==> src/sv/wasw_pkg.sv <==
// Shared constants, codes and types of the windowed-average switching weight block.
`timescale 1ns / 1ps
package wasw_pkg;
   localparam int ATOMS      = 1024;
   localparam int HIST       = 128;
   localparam int ATOM_W     = $clog2(ATOMS);
   localparam int SLOT_W     = $clog2(HIST);
   localparam int SMP_AW     = ATOM_W + SLOT_W;
   localparam int SAMPLE_W   = 32;
   localparam int SUM_W      = 39;
   localparam int FILL_W     = 8;
   localparam int WEIGHT_W   = 17;
   localparam int DIV_STAGES = SUM_W;
   localparam int MIDQ_DEPTH = 4;
   localparam int MIDQ_PW    = $clog2(MIDQ_DEPTH);
   localparam int MIDQ_CW    = MIDQ_PW + 1;
   localparam int CSR_IDX_W  = 3;
   localparam int CSR_DATA_W = 32;

   localparam logic [WEIGHT_W-1:0] ONE_Q16 = WEIGHT_W'(65536);
   localparam logic [FILL_W-1:0]   LEN_MIN = FILL_W'(2);
   localparam logic [FILL_W-1:0]   LEN_MAX = FILL_W'(HIST);

   localparam logic [CSR_IDX_W-1:0] CSR_THRESH_LOW    = 3'd0;
   localparam logic [CSR_IDX_W-1:0] CSR_THRESH_HIGH   = 3'd1;
   localparam logic [CSR_IDX_W-1:0] CSR_INVERSE_WIDTH = 3'd2;
   localparam logic [CSR_IDX_W-1:0] CSR_NON_GROUP     = 3'd3;
   localparam logic [CSR_IDX_W-1:0] CSR_WINDOW_LENGTH = 3'd4;

   typedef struct packed {
      logic fix;
      logic precise;
      logic fast;
      logic ignore;
   } flags_type;

   typedef struct packed {
      flags_type             flags;
      logic [SUM_W-1:0]      sum;
      logic [FILL_W-1:0]     fill;
   } work_type;

   typedef struct packed {
      flags_type             flags;
      logic [SAMPLE_W-1:0]   avg;
   } avg_type;

   typedef struct packed {
      logic [31:0]           thresh_low;
      logic [31:0]           thresh_high;
      logic [31:0]           inverse_width;
      logic [WEIGHT_W-1:0]   non_group;
      logic [FILL_W-1:0]     window_length;
   } cfg_type;
endpackage

==> src/sv/wasw_midq.sv <==
// Short queue between the front end and the back end.
`timescale 1ns / 1ps
module wasw_midq (
   input  logic                         clock,
   input  logic                         reset,
   input  logic                         push,
   input  wasw_pkg::work_type           push_data,
   input  logic                         pop,
   output logic                         empty,
   output wasw_pkg::work_type           head,
   output logic [wasw_pkg::MIDQ_CW-1:0] count
);
   import wasw_pkg::*;

   work_type             entry_ff [MIDQ_DEPTH];
   logic [MIDQ_PW-1:0]   wr_ff, rd_ff;
   logic [MIDQ_CW-1:0]   count_ff;

   always_ff @(posedge clock) begin
      if (reset) begin
         wr_ff    <= '0;
         rd_ff    <= '0;
         count_ff <= '0;
      end else begin
         if (push) begin
            wr_ff <= wr_ff + MIDQ_PW'(1);
         end
         if (pop) begin
            rd_ff <= rd_ff + MIDQ_PW'(1);
         end
         count_ff <= count_ff + MIDQ_CW'(push) - MIDQ_CW'(pop);
      end
   end

   always_ff @(posedge clock) begin
      if (push) begin
         entry_ff[wr_ff] <= push_data;
      end
   end

   assign empty = (count_ff == '0);
   assign head  = entry_ff[rd_ff];
   assign count = count_ff;
endmodule

==> config.mk <==
export PLATFORM = sky130hd
export DESIGN_NAME = wasw_midq
export DESIGN_NICKNAME = d
export VERILOG_FILES = /design/src/sv/wasw_pkg.sv /design/src/sv/wasw_midq.sv
export SDC_FILE = /design/constraint.sdc
export NUM_CORES = 1
export LEC_CHECK = 0
export ABC_AREA = 0
export ABC_CLOCK_PERIOD_IN_PS = 5250
export BUFFER_PORTS_ARGS = -buffer_cell sky130_fd_sc_hd__buf_2
export CORE_ASPECT_RATIO = 2
export CORE_UTILIZATION = 60
export DETAILED_ROUTE_END_ITERATION = 12
export GPL_TIMING_DRIVEN = 0
export PLACE_DENSITY = 0.95
export REMOVE_ABC_BUFFERS = 1
export SLEW_MARGIN = 20
export SYNTH_ARGS = -nofsm -noshare
export SYNTH_HDL_FRONTEND = slang
export SYNTH_SLANG_ARGS = --single-unit
export TNS_END_PERCENT = 20
==> constraint.sdc <==
create_clock -name clock -period 5.25 [get_ports clock]
set_input_delay 0 -clock clock [delete_from_list [all_inputs] [get_ports clock]]
set_output_delay 0 -clock clock [all_outputs]
set_load 0.01 [all_outputs]
== Word level (Yosys, flattened, before mapping) ==
Memory sizes are Yosys's and may differ from the RTL's. A register that Yosys moved wholly into a read port is not among the register bits.
Index checks and enable logic that the tools add are counted.

* Bits in registers: 7
* RAM bits: 204
* Output and inout bits: 55
* Logic and storage cells: 13
* Memories kept: 1

* $add $sub $neg: 4
* Multiplexer cells: 4
* Reductions and logical operators: 1

{| class="wikitable"
|+ Memory list
! memory !! depth !! width !! read ports !! clocked after Yosys merged registers in !! write ports !! line !! source
|-
| entry_ff || 4 || 51 || 1 || 1 || 1 || wasw_midq.sv:15 || <nowiki>work_type entry_ff [MIDQ_DEPTH];</nowiki>
|}

{| class="wikitable"
|+ Operators by type and width
! kind !! number
|-
| $add A2 B1 Y2 const B || 2
|-
| $mux W2 || 2
|-
| $add A3 B1 Y3 || 1
|-
| $logic_not A3 Y1 || 1
|-
| $sub A3 B1 Y3 || 1
|-
| $mux W1 || 2
|}

== Longest topological paths before layout ==
* Depth in word-level cells: 3
* Gate-level depth with buffers: 7

== Worst setup path after synthesis ==
OpenSTA, ideal clock, no wires.

* Path type: register to register
* From: register wr_ff[0]
* To: memory entry_ff[2][0] (netlist name) (enable)
* Setup time: 0.414 ns
* Arrival: 1.757 ns
* Slack: 3.079 ns
* Cell stages (with the launch flop): 4
* Buffers on the path: 0
* Cell sequence: dfxtp_1 inv_1 ha_1 and2_1

{| class="wikitable"
|+ RTL lines
! what !! line !! source
|-
| start, declared || wasw_midq.sv:16 || <nowiki>logic [MIDQ_PW-1:0] wr_ff, rd_ff;</nowiki>
|-
| start signal, assigned || wasw_midq.sv:26 || <nowiki>wr_ff <= wr_ff + MIDQ_PW'(1);</nowiki>
|-
| end, declared || wasw_midq.sv:15 ||
|}

Straight into the memory's write port.

==> flow_metrics.tcl <==
set metrics [dict create \
    drv_slew 0 \
    synth_top_cell_by_area "edfxtp_1" \
    netlist_area_mm2 0.00785 \
    fmax_ghz 0.463 \
    dr.first_iter.drc_count 178 \
    die_h_um 164 \
    grt_pass1_vias 4083 \
    multi_input_comb_area_mm2 0.00139 \
    die-width_um 82.9 \
    worstSetupEndpointType "output pin" \
    power.total_w 0.00380 \
    clk_path_buf_depth 3 \
    routedWlPerCell_um 22.2 \
    fin_setup_tns_ps 0 \
    fillers 633 \
    worst_r2r_path_depth 7 \
    cts_root_buffer "clkbuf_16" \
    cts_resized 0 \
    clock-sinks 213 \
    yosysMostFrequentCell "edfxtp_1" \
    slew_headroom_pct 51.4 \
    initial_core_util_pct 61.8 \
    ys_types 21 \
    clock_skew_ps 10.7 \
    leakagePower_nw 3.38 \
    finalSetupViolCount 0 \
    core_mm2 0.0127 \
    finalCritPeriodShare_pct 41.1 \
    maxCapViolations 0 \
    gp_congestion 0.661 \
    crit_type "reg2out" \
    postRouteAntennaNets 0 \
    synth_top_cells_by_count "edfxtp_1, mux4_2, dfxtp_1" \
    rows 58 \
    yosys_warnings 0 \
    avgSynthCellArea_um2 25.5 \
    synth_edf_count 204 \
    pwr_density_cell_mw_per_mm2 390 \
    fin_nets 547 \
    grt-ovfl-total 0 \
    post-cts-setup-buffers 0 \
    critPathLaunchType "flip-flop" \
    clk_latency_ps 470 \
    ys_ff_latch 213 \
    seqCellArea_mm2 0.00631 \
    synth-seq-area-share_pct 80.3 \
    dieArea_mm2 0.0136 \
    vdd_drop_max_mv 0.489 \
    drive_above_1_share_pct 39.6 \
    grt_setup_unrepaired "no" \
    path_max_fanout 33 \
    worst_slew_pin_slew_ps 729 \
    cts_made_buffers 18 \
    track_usage_pct 21.9 \
    hold_path_class "in2reg" \
    synth.area.top_cells "edfxtp_1, mux4_2, dfxtp_1" \
    grt_pass1_wl_um 22100 \
    diodes 0 \
    grt_max_degree 52 \
    worst_hold_path.num_cells 2 \
    hold_viol 0 \
    num_io_pins 110 \
    async_reset_ff_share_pct 0 \
    syn2layout_area_growth_pct 24.2 \
    antenna_found_initial 0 \
    ys.flop_type "edfxtp_1" \
    cts_tree "done" \
    worstPathArrival_ps 2160 \
    vias 3701 \
    cp.required_ps 5250 \
    path_clk_slew_ps 70 \
    route.detailed.drc 0 \
    via_per_inst 5.72 \
    netlist_instances 308 \
    dp_hpwl_um 8270 \
    drt_pass1_iterations 4 \
    synth_largest_type_area_fraction_pct 78.0 \
    wl_um 14400 \
    htreeDepth 1 \
    port_buffers 109 \
    outcome "finished clean" \
    min_period_ps 2160 \
]
cell usage in the layout, fill, tap and decap left out, types with 2 or more instances in the layout:
| cell type | count |
|---|---|
| clkbuf_16 | 19 |
| xnor2_1 | 2 |
| and2_4 | 4 |
| clkbuf_1 | 3 |
| clkinv_1 | 3 |
| ha_1 | 6 |
| dfxtp_1 | 7 |
| dfxtp_4 | 2 |
| edfxtp_1 | 204 |
| nor2b_1 | 2 |
| buf_2 | 109 |
| clkinv_2 | 3 |
| mux4_2 | 50 |
| inv_1 | 6 |
| buf_12 | 4 |
| bufinv_16 | 4 |
| nor2_1 | 5 |
| dlygate4sd3_1 | 55 |
worst max-delay path: stages, from the launching register on:
cell and delay (ps):
dfxtp_4 610, buf_16 300, mux4_2 590, buf_2 170
power by group:
| part | internal (W) | leakage (nW) | total [W] | switching (W) |
|---|---|---|---|---|
| combinational | 0.000209 | 1.12 | 0.000396 | 0.000187 |
| clock | 0.000857 | 0.311 | 0.00140 | 0.000548 |
| sequential | 0.00195 | 1.95 | 0.00200 | 0.0000472 |
| total | 0.00302 | 3.38 | 0.00380 | 0.000782 |
path summary, 6_finish.rpt:
| kind | start | to | slack [ps] |
|---|---|---|---|
| worst max-delay path | flip-flop | head[46] | 3090 |
| worst min-delay path | push_data[19] | entry_ff[3][19] | 280 |
| worst max register to register | count[0] | count[2] | 3560 |
| worst min register to register | rd_ff[0] | flip-flop | 580 |
sequential cells by signal (all words and copies together), names as in the netlist, named ones only:
signal / flops
count: 3
entry_ff: 204
rd_ff: 2
wr_ff: 2
through the flow:
stage	setup WS, ps	instances	utilization (%)	hold WS, ps	area (µm²)
2_1_floorplan	2300	296	-	71.6	7710
3_3_place_gp	1480	555	66.5	210	8440
3_5_place_dp	3570	560	67.5	221	8570
4_1_cts	3060	647	76.8	264	9750
5_1_grt	2960	647	76.8	282	9750
6_report	3090	647	76.8	285	9750
logic make-up after synthesis:
family,count (synthesis),synth area share [%]
adder cells (fa/ha/maj),7,1.21
multiplexers,52,14.8
AND/OR/NAND/NOR,13,0.876
buffers and inverters,18,2.07
XOR/XNOR,3,0.526
flip-flops,213,80.3
AO/OA/AOI/OAI,2,0.191
area by class of cell:
| class | instances | area share [%] |
|---|---|---|
| clock inverters | 10 | 1.50 |
| flip-flops and latches | 213 | 64.7 |
| inverters | 6 | 0.231 |
| well taps | 150 | 1.92 |
| multi-input cells | 77 | 14.3 |
| repair buffers | 169 | 12.3 |
| clock buffers | 22 | 4.99 |
per-layer routing:
| metal | vias to the layer above | track usage [%] | wire [µm] | part of all wire (%) |
|---|---|---|---|---|
| met4 | 0 | 10.7 | 525 | 3.7 |
| met1 | 1878 | 25.3 | 5180 | 36 |
| met5 | - | 0 | 0 | 0 |
| li1 | 1650 | - | - | - |
| met2 | 139 | 40.1 | 8000 | 56 |
| met3 | 34 | 2.91 | 652 | 4.5 |
repair_timing:
item                                   CTS  global route
hold buffers                            55             0
endpoints found under the hold margin  213             0
setup endpoints to repair                0             0
No activity file was read; power rests on OpenSTA's default activity.
