===== src/sv/wasw_pkg.sv =====
// Shared constants, codes and types of the windowed-average switching weight block.
`timescale 1ns / 1ps
package wasw_pkg;
   localparam int ATOMS      = 1024;
   localparam int HIST       = 128;
   localparam int ATOM_W     = $clog2(ATOMS);
   localparam int SLOT_W     = $clog2(HIST);
   localparam int SMP_AW     = ATOM_W + SLOT_W;
   localparam int SAMPLE_W   = 32;
   localparam int SUM_W      = 39;
   localparam int FILL_W     = 8;
   localparam int WEIGHT_W   = 17;
   localparam int DIV_STAGES = SUM_W;
   localparam int MIDQ_DEPTH = 4;
   localparam int MIDQ_PW    = $clog2(MIDQ_DEPTH);
   localparam int MIDQ_CW    = MIDQ_PW + 1;
   localparam int CSR_IDX_W  = 3;
   localparam int CSR_DATA_W = 32;

   localparam logic [WEIGHT_W-1:0] ONE_Q16 = WEIGHT_W'(65536);
   localparam logic [FILL_W-1:0]   LEN_MIN = FILL_W'(2);
   localparam logic [FILL_W-1:0]   LEN_MAX = FILL_W'(HIST);

   localparam logic [CSR_IDX_W-1:0] CSR_THRESH_LOW    = 3'd0;
   localparam logic [CSR_IDX_W-1:0] CSR_THRESH_HIGH   = 3'd1;
   localparam logic [CSR_IDX_W-1:0] CSR_INVERSE_WIDTH = 3'd2;
   localparam logic [CSR_IDX_W-1:0] CSR_NON_GROUP     = 3'd3;
   localparam logic [CSR_IDX_W-1:0] CSR_WINDOW_LENGTH = 3'd4;

   typedef struct packed {
      logic fix;
      logic precise;
      logic fast;
      logic ignore;
   } flags_type;

   typedef struct packed {
      flags_type             flags;
      logic [SUM_W-1:0]      sum;
      logic [FILL_W-1:0]     fill;
   } work_type;

   typedef struct packed {
      flags_type             flags;
      logic [SAMPLE_W-1:0]   avg;
   } avg_type;

   typedef struct packed {
      logic [31:0]           thresh_low;
      logic [31:0]           thresh_high;
      logic [31:0]           inverse_width;
      logic [WEIGHT_W-1:0]   non_group;
      logic [FILL_W-1:0]     window_length;
   } cfg_type;
endpackage


===== src/sv/wasw_div.sv =====
// Pipelined restoring divider: window sum over fill count, one quotient bit a stage.
`timescale 1ns / 1ps
module wasw_div (
   input  logic               clock,
   input  logic               reset,
   input  logic               advance,
   input  logic               in_valid,
   input  wasw_pkg::work_type in_work,
   output logic               out_valid,
   output wasw_pkg::avg_type  out_avg
);
   import wasw_pkg::*;

   logic [DIV_STAGES-1:0] v_ff;
   logic [FILL_W-1:0]     rem_ff   [DIV_STAGES];
   logic [SUM_W-1:0]      num_ff   [DIV_STAGES];
   logic [FILL_W-1:0]     dsr_ff   [DIV_STAGES];
   flags_type             flags_ff [DIV_STAGES];

   logic [FILL_W-1:0]     src_rem  [DIV_STAGES];
   logic [SUM_W-1:0]      src_num  [DIV_STAGES];
   logic [FILL_W-1:0]     src_dsr  [DIV_STAGES];
   logic [FILL_W:0]       trial    [DIV_STAGES];
   logic                  qbit     [DIV_STAGES];
   logic [FILL_W-1:0]     rem_in   [DIV_STAGES];
   logic [SUM_W-1:0]      num_in   [DIV_STAGES];
   logic [SUM_W-1:0]      quo;

   always_comb begin
      for (int i = 0; i < DIV_STAGES; i++) begin
         if (i == 0) begin
            src_rem[i] = '0;
            src_num[i] = in_work.sum;
            src_dsr[i] = (in_work.fill == '0) ? FILL_W'(1) : in_work.fill;
         end else begin
            src_rem[i] = rem_ff[i-1];
            src_num[i] = num_ff[i-1];
            src_dsr[i] = dsr_ff[i-1];
         end
         trial[i]  = {src_rem[i], src_num[i][SUM_W-1]};
         qbit[i]   = trial[i] >= {1'b0, src_dsr[i]};
         rem_in[i] = qbit[i] ? FILL_W'(trial[i] - {1'b0, src_dsr[i]}) : trial[i][FILL_W-1:0];
         num_in[i] = {src_num[i][SUM_W-2:0], qbit[i]};
      end
   end

   always_ff @(posedge clock) begin
      if (reset) begin
         v_ff <= '0;
      end else if (advance) begin
         v_ff <= {v_ff[DIV_STAGES-2:0], in_valid};
      end
   end

   always_ff @(posedge clock) begin
      if (advance) begin
         for (int i = 0; i < DIV_STAGES; i++) begin
            rem_ff[i]   <= rem_in[i];
            num_ff[i]   <= num_in[i];
            dsr_ff[i]   <= src_dsr[i];
            flags_ff[i] <= (i == 0) ? in_work.flags : flags_ff[(i == 0) ? 0 : i - 1];
         end
      end
   end

   assign quo       = num_ff[DIV_STAGES-1];
   assign out_valid = v_ff[DIV_STAGES-1];
   assign out_avg   = '{flags: flags_ff[DIV_STAGES-1],
                        avg: (|quo[SUM_W-1:SAMPLE_W]) ? '1 : quo[SAMPLE_W-1:0]};
endmodule


===== config.mk =====
export PLATFORM = sky130hd
export DESIGN_NAME = wasw_div
export DESIGN_NICKNAME = d
export VERILOG_FILES = /design/src/sv/wasw_pkg.sv /design/src/sv/wasw_div.sv
export SDC_FILE = /design/constraint.sdc
export NUM_CORES = 2
export LEC_CHECK = 0
export BUFFER_PORTS_ARGS = -buffer_cell sky130_fd_sc_hd__buf_4
export CAP_MARGIN = 20
export CELL_PAD_IN_SITES_DETAIL_PLACEMENT = 1
export CELL_PAD_IN_SITES_GLOBAL_PLACEMENT = 1
export CORE_UTILIZATION = 40
export CTS_CLUSTER_SIZE = 40
export DETAILED_ROUTE_END_ITERATION = 16
export HOLD_SLACK_MARGIN = 0.02
export PLACE_DENSITY_LB_ADDON = 0.1
export SETUP_SLACK_MARGIN = 0.15
export SLEW_MARGIN = 20
export SYNTH_ARGS = -nofsm -noshare
export SYNTH_HDL_FRONTEND = slang
export SYNTH_SLANG_ARGS = --single-unit

===== constraint.sdc =====
create_clock -name clock -period 2.7 [get_ports clock]
set_input_delay 0.54 -clock clock [delete_from_list [all_inputs] [get_ports clock]]
set_output_delay 0.54 -clock clock [all_outputs]
set_load 0.05 [all_outputs]

---- Word level (Yosys, flattened, before mapping) ----
Memory sizes are Yosys's and may differ from the RTL's.
Index checks and enable logic that the tools add are counted.
W data, S select, Z words.
word-level totals
  register bits ........................... 39
  input bits .............................. 55
  memories ................................ 4
  RAM bits ................................ 2301
memory list
  memory    words  width  read ports  clocked after Yosys merged registers in  wr ports  line            text
  num_ff    39     39     39          0                                        39        wasw_div.sv:16  logic [SUM_W-1:0] num_ff [DIV_STAGES];
  dsr_ff    39     8      38          0                                        39        wasw_div.sv:17  logic [FILL_W-1:0] dsr_ff [DIV_STAGES];
  rem_ff    39     8      38          0                                        39        wasw_div.sv:15  logic [FILL_W-1:0] rem_ff [DIV_STAGES];
  flags_ff  39     4      39          0                                        39        wasw_div.sv:18  flags_type flags_ff [DIV_STAGES];
cells by class
  reductions and logical operators ........ 2
  multiplexer cells ....................... 43
  magnitude comparators ................... 39
  add/subtract/negate cells ............... 39
operators by type and width
  kind              count
  $ge A9 B8 Y1      38
  $mux W8           40
  $sub A8 B8 Y8     38
  $mux W32          1
  $ge A1 B8 Y1      1
  $logic_not A8 Y1  1
  $sub A1 B8 Y8     1
  $reduce_or A7 Y1  1
  $mux W1           2

---- Depth between registers and ports, before layout ----
  depth in word-level cells ............... 4
  gate-level depth with buffers ........... 9

---- Least setup slack after synthesis ----
OpenSTA, ideal clock, no wires.
  path type ............................... input-to-reg
  start ................................... input in_work[2] in the netlist's numbering
  end ..................................... memory rem_ff[0][1] (data pin)
  path slack .............................. 0.249 ns
  cell stages on the path ................. 9
  buffers on the path ..................... 0
  data arrival time ....................... 2.196 ns
  path through ............................ or3_1 > nor4_4 > a21o_1 > ha_1 > inv_1 > ha_1 > o21ai_1 > inv_1 > and2_1
RTL lines
  what         line            text
  from (decl)  wasw_div.sv:8   input wasw_pkg::work_type in_work,
  to (decl)    wasw_div.sv:15

==> metrics.txt <==
Fmax 351 MHz; RSZ-0062 raised after global routing yes; # clock sinks 2324; dpl cells 7933; Max FO, Critical Path 32; all-layer global routing usage 12.7%; Vias/cell 4.78; P_leak 37.4 nW; CP Data Required Time 2.16 ns; Die X-Extent 470 microns; WS Path Type reg -> out; row cnt 171; prevailing post-synth register cell edfxtp_1; Routed WL 141 mm; Die ar. 221000 sq um; dpl hpwl 91.0 mm; Worst-Skew Late Latency 0.88 ns; grt total ovfl 0; syn avg cell area 17.8 sq um; Final Cycle Share 105%; CTS root buffer clkbuf_16; crit path DAT 2.31 ns; Antenna Nets Post-Route 0; Non-Filler Instances 8477; number of flops mapped to enable cells by yosys 2285; max-slew violation count 0; Worst-Margin Slew 0.854 ns; Vias 40500; fin nets 5830; First DRT Iteration DRCs 2137; Slowest cell on crit path edfxtp_1; register area share after synthesis 79.1%; routed len/inst 16.6 microns; Final Hold Fails 0; Area Growth Syn to Fin 16.8%; total CTS buffers 276; TritonRoute pass-1 iters 5; DIE HEIGHT 470 microns; IO buf count 91; crit path cell chain nor4_1, nand2_1, buf_12, or2_2, buf_6; #FFs+latches synth 2324; Min-Delay Path Class in -> reg; CTS clk-pin slew, worst paths 0.06 ns; dpl ws 0.0898 ns; CP top delay family simple AND/OR/NAND/NOR gates; most frequent cells in the layout 2285 x edfxtp_1, 407 x inv_1, 306 x ha_1; synthesized net count 5323; design area 102000 sq um; failing checks negative setup slack; Post-Syn Instances 4925; most common cell after layout, fill and taps aside edfxtp_1; initial antenna violation count 1; slowest stage delay, CP 0.37 ns; asr flop ratio synth 0%; setup ws final -0.146 ns; Tmin final 2.85 ns; I/O pins 92; synthesized area 87700 sq um; core area 218000 sq um; H-tree levels 5; placed cell area 93000 sq um; layout cells sized above 1 14.4%; CP bufs+invs 2; clock buffer depth 4; pin count of the biggest net entering global routing 100; Worst Clk Skew 0.0465 ns; first-pass GRT wire length 227 mm; CP endpoint kind output port; status finished, violations left; CTS tree done; Worst slew margin 43.1%; MaxCap Viol Count 0; # setup viols final 32; maximum VDD drop 0.661 mV; Worst setup SP type flip-flop; PwrDens 1000 nW/um^2; vias in the first global route 42800; GP Congestion 0.791; count of different cell masters after synthesis 63; DR DRC count 0; Synth warnings 0; starting density of the core 40.3%
worst reg2reg max path: stages, from the launching register on:
cell	delay (ns)
edfxtp_1	0.43
ha_1	0.37
a21o_1	0.22
a21oi_2	0.17
o21ai_1	0.14
a41oi_4	0.45
mux2i_1	0.42
per-layer routing:
layer	GRT usage, %	up-vias	wire (microns)
li1	-	19800	-
met1	16.5	20000	64500
met2	21.1	446	67600
met3	2.34	322	4070
met4	4.93	0	4660
met5	0	-	0
logic make-up (layout without fill, tap and decap cells):
kind of cell	count (synthesis)	after routing	share of synthesized area [%]
DFF	2324	2324	79.1
other	0	1	0
muxes	183	183	2.24
xor gates and xnor gates	113	113	1.13
buffers and inverters	455	1152	2.03
AOI/OAI and AO/OA	787	787	6.08
and+or+nand+nor	720	720	4.22
adders and majority gates	343	343	5.21
flip-flops by register name, indices dropped and copies added, names as in the netlist:
register / cells
flags_ff: 156
dsr_ff: 304
num_ff: 1521
v_ff: 39
rem_ff: 304
stage by stage:
step	hold slack [ns]	setup TNS (ns)	power [mW]	utilization (%)
4_1_cts	0.296	-7.31	104	47.0
5_1_grt	0.322	-8.13	108	47.1
3_5_place_dp	0.405	0	68.2	42.7
6_report	0.388	-3.95	103	47.1
3_3_place_gp	0.400	0	67.7	42.7
2_1_floorplan	0.400	0	62.1	-
layout make-up:
class                      count  area, sq um
fill                       20300       115000
sequential                  2324        69400
multi-input combinational   2146        16600
clock buffer                 337         7310
tap                         2854         3570
timing repair buffer         277         2760
inverter                     407         1530
clock inverter               131         1300
antenna                        1         2.50
worst paths after layout:
check / to / depth (start not counted) / from / slack (ns)
setup reg to reg: rem_ff[3][16]$_DFFE_PP_ / 6 / rem_ff[3][10]$_DFFE_PP_ / 0.28
setup / recovery: out_avg[25] / 5 / num_ff[4][268]$_DFFE_PP_ / -0.15
hold reg to reg: num_ff[0][241]$_DFFE_PP_ / 0 / num_ff[0][201]$_DFFE_PP_ / 0.39
hold / removal: num_ff[0][10]$_DFFE_PP_ / 2 / in_work[17] / 0.39
cells in the mapped netlist (39+ instances only):
library cell,n,area [sq um]
a21o_1,43,323
a21oi_1,173,866
dfxtp_1,39,781
edfxtp_1,2285,68600
ha_1,306,3830
inv_1,407,1530
mux2_2,87,980
mux2i_1,91,911
nand2_1,197,739
nand2b_1,55,344
nand3_1,43,215
nor2_1,146,548
nor2b_1,60,375
o21a_1,65,488
o21ai_0,247,1240
or2_2,49,307
xnor2_1,58,508
xor2_1,55,482
where the power goes:
part	internal (mW)	leakage [nW]	switching, mW
clock network	21.5	4.19	13.7
registers	45.5	22.6	2.01
logic	9.10	10.6	11.0
total	76.1	37.4	26.7
timing repair:
| action | CTS | global route |
|---|---|---|
| endpoints found under the hold margin | 97 | 0 |
| pin swaps | 2 | 6 |
| setup buffers | 0 | 20 |
| hold buffers | 55 | 0 |
| endpoints found under the setup margin | 32 | 70 |
| resized for setup | 36 | 8 |
Note: power is estimated with default switching activity, not from simulation.
